### config.mk
export PLATFORM = sky130hd
export DESIGN_NAME = fsg_ctrl
export DESIGN_NICKNAME = d
export VERILOG_FILES = /design/src/fsg_pkg.sv /design/src/fsg_ctrl.sv
export SDC_FILE = /design/constraint.sdc
export NUM_CORES = 1
export LEC_CHECK = 0
export BUFFER_PORTS_ARGS = -buffer_cell sky130_fd_sc_hd__buf_2
export CAP_MARGIN = 20
export CORE_MARGIN = 4
export CORE_UTILIZATION = 45
export DETAILED_ROUTE_END_ITERATION = 10
export PLACE_DENSITY = 0.77
export REMOVE_ABC_BUFFERS = 1
export SYNTH_ARGS = -nofsm -noshare
export SYNTH_HDL_FRONTEND = slang
export SYNTH_SLANG_ARGS = --single-unit
export TNS_END_PERCENT = 5
### constraint.sdc
create_clock -name clk -period 1.8 [get_ports clk]
set_input_delay 0.36 -clock clk [delete_from_list [all_inputs] [get_ports clk]]
set_output_delay 0.36 -clock clk [all_outputs]
set_load 0.02 [all_outputs]
### src/fsg_pkg.sv
`timescale 1ns / 1ps
// ----------------------------------------------------------------------------
// fsg_pkg
// Shared types, codes and sweep plans for the falling sand grid step core.
// ----------------------------------------------------------------------------
package fsg_pkg;

	localparam int MAX_COLS_DEF = 72;
	localparam int MAX_ROWS_DEF = 84;

	localparam logic [1:0] MODE_WRITE = 2'd0;
	localparam logic [1:0] MODE_READ  = 2'd1;
	localparam logic [1:0] MODE_FRAME = 2'd2;
	localparam logic [1:0] MODE_CLEAR = 2'd3;

	localparam logic [1:0] KIND_AIR     = 2'd0;
	localparam logic [1:0] KIND_SAND    = 2'd1;
	localparam logic [1:0] KIND_BEDROCK = 2'd2;

	localparam logic [3:0] DIR_NONE = 4'd8;

	localparam logic CFG_COLS = 1'b0;
	localparam logic CFG_ROWS = 1'b1;

	typedef enum logic [3:0] {
		ST_IDLE,
		ST_DISPATCH,
		ST_RD_DATA,
		ST_SELF_RD,
		ST_SELF_CHK,
		ST_CAND,
		ST_CAND_CHK,
		ST_WR_DST,
		ST_WR_SRC,
		ST_NEXT,
		ST_DONE
	} state_t;

	typedef struct packed {
		logic load;
		logic sweep_init;
		logic user_wr;
		logic user_rd;
		logic user_cap;
		logic rd_self;
		logic rd_cand;
		logic wr_dst;
		logic wr_src;
		logic k_clr;
		logic k_inc;
		logic adv;
		logic out_load;
	} cmd_t;

	typedef struct packed {
		logic       item_valid;
		logic       out_free;
		logic [1:0] mode;
		logic       user_inside;
		logic       sweep_go;
		logic       self_sand;
		logic       cand_inside;
		logic       cand_air;
		logic       k_last;
		logic       cell_last;
	} sts_t;

	typedef struct packed {
		logic              by_row;
		logic              outer_up;
		logic signed [1:0] dc0, dc1, dc2;
		logic signed [1:0] dr0, dr1, dr2;
	} plan_t;

	function automatic plan_t dir_plan(input logic [2:0] dir);
		plan_t p;
		unique case (dir)
			3'd2:    p = '{1'b0, 1'b0,  2'sd1,  2'sd1,  2'sd1,  2'sd0, -2'sd1,  2'sd1};
			3'd3:    p = '{1'b1, 1'b0,  2'sd1,  2'sd1,  2'sd0,  2'sd1,  2'sd0,  2'sd1};
			3'd4:    p = '{1'b1, 1'b0,  2'sd0, -2'sd1,  2'sd1,  2'sd1,  2'sd1,  2'sd1};
			3'd5:    p = '{1'b1, 1'b0, -2'sd1, -2'sd1,  2'sd0,  2'sd1,  2'sd0,  2'sd1};
			3'd6:    p = '{1'b0, 1'b1, -2'sd1, -2'sd1, -2'sd1,  2'sd0, -2'sd1,  2'sd1};
			default: p = '{1'b1, 1'b1,  2'sd0, -2'sd1,  2'sd1, -2'sd1, -2'sd1, -2'sd1};
		endcase
		return p;
	endfunction

endpackage

### src/fsg_ctrl.sv
`timescale 1ns / 1ps
// ----------------------------------------------------------------------------
// fsg_ctrl
// Sequencer for item dispatch and the per-cell settle steps of a frame.
// ----------------------------------------------------------------------------
module fsg_ctrl (
	input  logic          clk,
	input  logic          arst_n,
	input  fsg_pkg::sts_t st,
	output fsg_pkg::cmd_t cmd,
	output logic          in_ready
);
	import fsg_pkg::*;

	state_t state_q, state_d;

	always_ff @(posedge clk or negedge arst_n) begin
		if (!arst_n) state_q <= ST_IDLE;
		else state_q <= state_d;
	end

	assign in_ready = (state_q == ST_IDLE) && st.out_free;

	always_comb begin
		state_d = state_q;
		unique case (state_q)
			ST_IDLE:     if (st.item_valid && st.out_free) state_d = ST_DISPATCH;
			ST_DISPATCH: begin
				unique case (st.mode)
					MODE_READ:  state_d = st.user_inside ? ST_RD_DATA : ST_DONE;
					MODE_FRAME: state_d = st.sweep_go ? ST_SELF_RD : ST_DONE;
					default:    state_d = ST_DONE;
				endcase
			end
			ST_RD_DATA:  state_d = ST_DONE;
			ST_SELF_RD:  state_d = ST_SELF_CHK;
			ST_SELF_CHK: state_d = st.self_sand ? ST_CAND : ST_NEXT;
			ST_CAND: begin
				if (st.cand_inside) state_d = ST_CAND_CHK;
				else if (st.k_last) state_d = ST_NEXT;
			end
			ST_CAND_CHK: begin
				if (st.cand_air) state_d = ST_WR_DST;
				else if (st.k_last) state_d = ST_NEXT;
				else state_d = ST_CAND;
			end
			ST_WR_DST:   state_d = ST_WR_SRC;
			ST_WR_SRC:   state_d = ST_NEXT;
			ST_NEXT:     state_d = st.cell_last ? ST_DONE : ST_SELF_RD;
			ST_DONE:     state_d = ST_IDLE;
			default:     state_d = ST_IDLE;
		endcase
	end

	always_comb begin
		cmd = '0;
		unique case (state_q)
			ST_IDLE:     cmd.load = st.item_valid && st.out_free;
			ST_DISPATCH: begin
				cmd.user_wr    = (st.mode == MODE_WRITE);
				cmd.user_rd    = (st.mode == MODE_READ) && st.user_inside;
				cmd.sweep_init = (st.mode == MODE_FRAME) && st.sweep_go;
			end
			ST_RD_DATA:  cmd.user_cap = 1'b1;
			ST_SELF_RD:  cmd.rd_self = 1'b1;
			ST_SELF_CHK: cmd.k_clr = 1'b1;
			ST_CAND: begin
				cmd.rd_cand = st.cand_inside;
				cmd.k_inc   = !st.cand_inside && !st.k_last;
			end
			ST_CAND_CHK: cmd.k_inc = !st.cand_air && !st.k_last;
			ST_WR_DST:   cmd.wr_dst = 1'b1;
			ST_WR_SRC:   cmd.wr_src = 1'b1;
			ST_NEXT:     cmd.adv = !st.cell_last;
			ST_DONE:     cmd.out_load = 1'b1;
			default:     cmd = '0;
		endcase
	end

endmodule

Word-level counts from Yosys, hierarchy flattened:

Index checks and enable logic that the tools add are counted.

* register bits after elaboration: 4
* input bits: 13
* output and inout bits: 14
* word-level logic and storage cells: 50

* equality and inequality tests: 14
* multiplexer cells: 22
* reductions and logical operators: 13

Operator list (number)
* 4-bit case mux with 10 select lines: 1
* 4-bit two-way mux: 9
* 4-bit by 3-bit == test with 1-bit output (second input constant): 4
* 4-bit == test (second input constant): 3
* 1-bit two-way mux: 9
* 4-bit by 2-bit == test with 1-bit output (second input constant): 2
* 4-bit case mux with 2 select lines: 1
* 1-bit logical AND: 6
* 4-bit by 1-bit == test with 1-bit output (second input constant): 1
* 1-bit logical NOT: 4
* 4-bit logical NOT: 1
* 3-bit two-way mux: 1
* 3-bit inequality test (second input constant): 1
* 2-bit by 1-bit == test with 1-bit output (second input constant): 1
* 2-bit == test (second input constant): 1
* 2-bit logical NOT: 1
* 2-bit by 1-bit inequality test with 1-bit output (second input constant): 1
* 1-bit case mux with 2 select lines: 1
* 2-bit AND reduction: 1

Depth between registers and ports, before layout:

* depth after elaboration: 3
* mapped depth: 6
* gate-level depth less buffers: 6

Worst setup path before layout:

No wires, ideal clock.

* kind: flip-flop to output port
* start: register state_q[1]
* end: output cmd[10] (netlist bit)
* arrival time: 1.389 ns
* data required time: 1.440 ns
* slack: 0.051 ns
* cell stages (with the launch flop): 4
* path buffers: 1
* cell sequence: dfrtp_1 > nand2b_1 > buf_6 > nor4b_1

RTL lines
* from (decl): RTL line fsg_ctrl.sv:15 `state_t state_q, state_d;`
* from (signal assigned): RTL line fsg_ctrl.sv:19 `else state_q <= state_d;`
* to (decl): RTL line fsg_ctrl.sv:10 `output fsg_pkg::cmd_t cmd,`

==> results.sh <==
export IMPL_cts_max_path_buffers=2
export IMPL_grt_use_met1=0.198
export IMPL_synthToLayoutAreaGrowth_pct=40.4
export IMPL_syn_area_sq_um=586
export IMPL_groute_usage_overall=0.172
export IMPL_root_buffer="clkbuf_4"
export IMPL_drt_pass1_iterations=4
export IMPL_drive_gt1_frac=0.529
export IMPL_die_w_um=44.1
export IMPL_synth_most_common_cell="nor3_1"
export IMPL_ios=27
export IMPL_port_buffers=26
export IMPL_die_h_um=44.1
export IMPL_synthesis_instances=70
export IMPL_yosysTopAreaCell="dfrtp_1"
export IMPL_antenna_found_initial=0
export IMPL_r2r_start="state_q[2]$_DFFE_PN0P_"
export IMPL_drv_cap=0
export IMPL_htree_levels=1
export IMPL_hold_viol=0
export IMPL_grt_use_met2=0.305
export IMPL_grt_busiest_layer="met2"
export IMPL_synth_cell_types=38
export IMPL_crit_path_end_kind="output port"
export IMPL_r2r_end="state_q[3]$_DFFE_PN0P_"
export IMPL_drt_iter0_markers=6
export IMPL_path_buf_inv=2
export IMPL_finalCritPeriodShare=0.975
export IMPL_synth_top_area_frac=0.171
export IMPL_crit_path_start_kind="register"
export IMPL_crit_fanout=11
export IMPL_crit_required_ns=1.44
export IMPL_reg_top3="state_q: 4 flops"
export IMPL_crit_start="state_q[2]$_DFFE_PN0P_"
export IMPL_final_nets=120
export IMPL_postPlaceCellArea_sq_um=704
export IMPL_async_reset_ff_frac=1.00
export IMPL_core_area_sq_um=1170
export IMPL_cpMostUsedCell="buf_4"
export IMPL_finalSetupTns_ns=0
export IMPL_placed_cells=109
export IMPL_fmax_mhz=570
export IMPL_fillers=95
export IMPL_use_met3=0.0366
export IMPL_finClkSkew_ns=0.000443
export IMPL_power_density_nw_per_um2=1520
export IMPL_finalNonFillerCells=116
export IMPL_dieArea_sq_um=1940
export IMPL_ys_flop_type="dfrtp_1"
export IMPL_diodes=0
export IMPL_start_util=0.500
export IMPL_r2r_cells=5
export IMPL_crit_path_cell_trace="buf_4, nor4_4, buf_4"
export IMPL_cp_depth=3
export IMPL_cts_tree="built"
export IMPL_drt_wirelength_per_cell_um=13.2
export IMPL_grt_pass1_vias=623
export IMPL_arrival_ns=1.39
export IMPL_wl_mm=1.54
export IMPL_ant_nets=0
export IMPL_viasPerCell=5.40
export IMPL_p_leak_nw=0.396
export IMPL_status="completed"
export IMPL_worstMarginPinSlew_ns=0.420
export IMPL_hpwl_mm=1.12
export IMPL_finalSetupViolCount=0
export IMPL_clock_sink_count=4
export IMPL_clkLatencyLatePin_ns=0.24
export IMPL_postLayoutCellArea_sq_um=822
export IMPL_worstSetupPathType="reg -> out"
export IMPL_seq_area_frac_synth=0.171
export IMPL_grt_remaining_overflow=0
export IMPL_rsz0062_at_grt="true"
export IMPL_rrSetupSlack_ns=0.27
export IMPL_crit_slowest_cell="dfrtp_2"
export IMPL_synth_area_leaders="dfrtp_1 17%, buf_6 7.7%, ha_1 6.4%"
export IMPL_slew_headroom=0.716
export IMPL_drc=0
export IMPL_ys_warn_count=0
export IMPL_grt_pass1_wl_mm=2.51
export IMPL_maxSlewViolCount=0
export IMPL_numCtsBuffers=3
export IMPL_vias=626
export IMPL_row_count=12
export IMPL_hold_class="in -> async"
export IMPL_vdd_ir_drop_max_v=0.000562
export IMPL_synth_edf_count=0
export IMPL_cp_top_family="flip-flops"
export IMPL_grt_max_degree=14
export IMPL_ys_top_cells_by_count="7 x nor3_1, 5 x inv_1, 5 x nand2_1"
export IMPL_syn_avg_cell_area_sq_um=8.37
export IMPL_largest_reg_flops=4
export IMPL_ys_ff_latch=4
export IMPL_clk_pin_slew_ns=0.04
export IMPL_largest_register="state_q"
export IMPL_fin_crit_ns=1.75
export IMPL_place_congestion=0.813
export IMPL_cpPeakStageDelay_ns=0.48
-- worst max path at each step --
stage	endpoint	slack (ns)
floorplan	cmd[10]	-0.11
global placement	cmd[2]	0.18
CTS	cmd[2]	0.01
finish	cmd[11]	0.05
detailed placement	cmd[2]	0.14
global route	cmd[6]	-0.03
-- cells in the final DEF, fill, tap and decap left out, types with 2 or more instances in the layout --
cell type | synthesis | final
and2b_2 | 2 | 2
buf_6 | 4 | 2
nor2_1 | 3 | 3
nor4_4 | 1 | 2
buf_4 | 0 | 7
nand2_1 | 5 | 5
a21oi_1 | 3 | 3
ha_1 | 3 | 3
nand2b_4 | 1 | 3
inv_1 | 5 | 5
nor3_2 | 1 | 2
nor3_1 | 7 | 6
a211oi_1 | 2 | 2
clkbuf_4 | 0 | 3
dfrtp_2 | 0 | 4
buf_2 | 0 | 24
nand2b_1 | 4 | 3
-- report_power, final --
part           leakage, nW  switching (mW)  internal (mW)  total, mW
Clock               0.0138          0.0380         0.0747      0.113
Sequential          0.0460           0.135          0.143      0.278
Combinational        0.337           0.433          0.427      0.860
Total                0.396           0.607          0.644       1.25
-- timing repair --
action | 4_1_cts | 5_1_grt
setup buffers | 2 | 1
hold buffers | 1 | 0
gates cloned | 0 | 0
gates resized for setup | 8 | 8
hold endpoints to repair | 4 | 0
endpoints found under the setup margin | 7 | 6
-- stage by stage --
stage / total power, mW / hold slack, ns / setup WS (ns) / util
after floorplan: 0.722 / 0.0644 / -0.115 / -
after global placement: 0.947 / 0.166 / 0.176 / 0.601
after detailed placement: 0.952 / 0.167 / 0.137 / 0.601
after CTS: 1.15 / 0.447 / 0.0122 / 0.661
after global routing: 1.35 / 0.466 / -0.0261 / 0.702
final: 1.25 / 0.458 / 0.0458 / 0.702
-- metal layers --
layer / vias up / part of all wire
met2: 20 / 0.51
met4: 0 / 0
met3: 0 / 0.065
met5: - / 0
met1: 288 / 0.43
li1: 318 / -
-- cell type report --
class	count	area [sq um]	area share
multi-input cells	56	453	0.551
repair buffers	34	205	0.250
clock buffers	3	22.5	0.0274
inverters	5	18.8	0.0228
well taps	14	17.5	0.0213
flip-flops and latches	4	105	0.128
-- cell families (layout without fill, tap and decap cells) --
group           count (synthesis)  count (layout)  synth area share
simple gates                   36              36             0.408
compound gates                 16              16             0.207
buf+inv                        10              42             0.132
flops                           4               4             0.171
fa+ha+maj                       3               3            0.0641
mux                             1               1            0.0171
(Power assumes the default switching activity.)
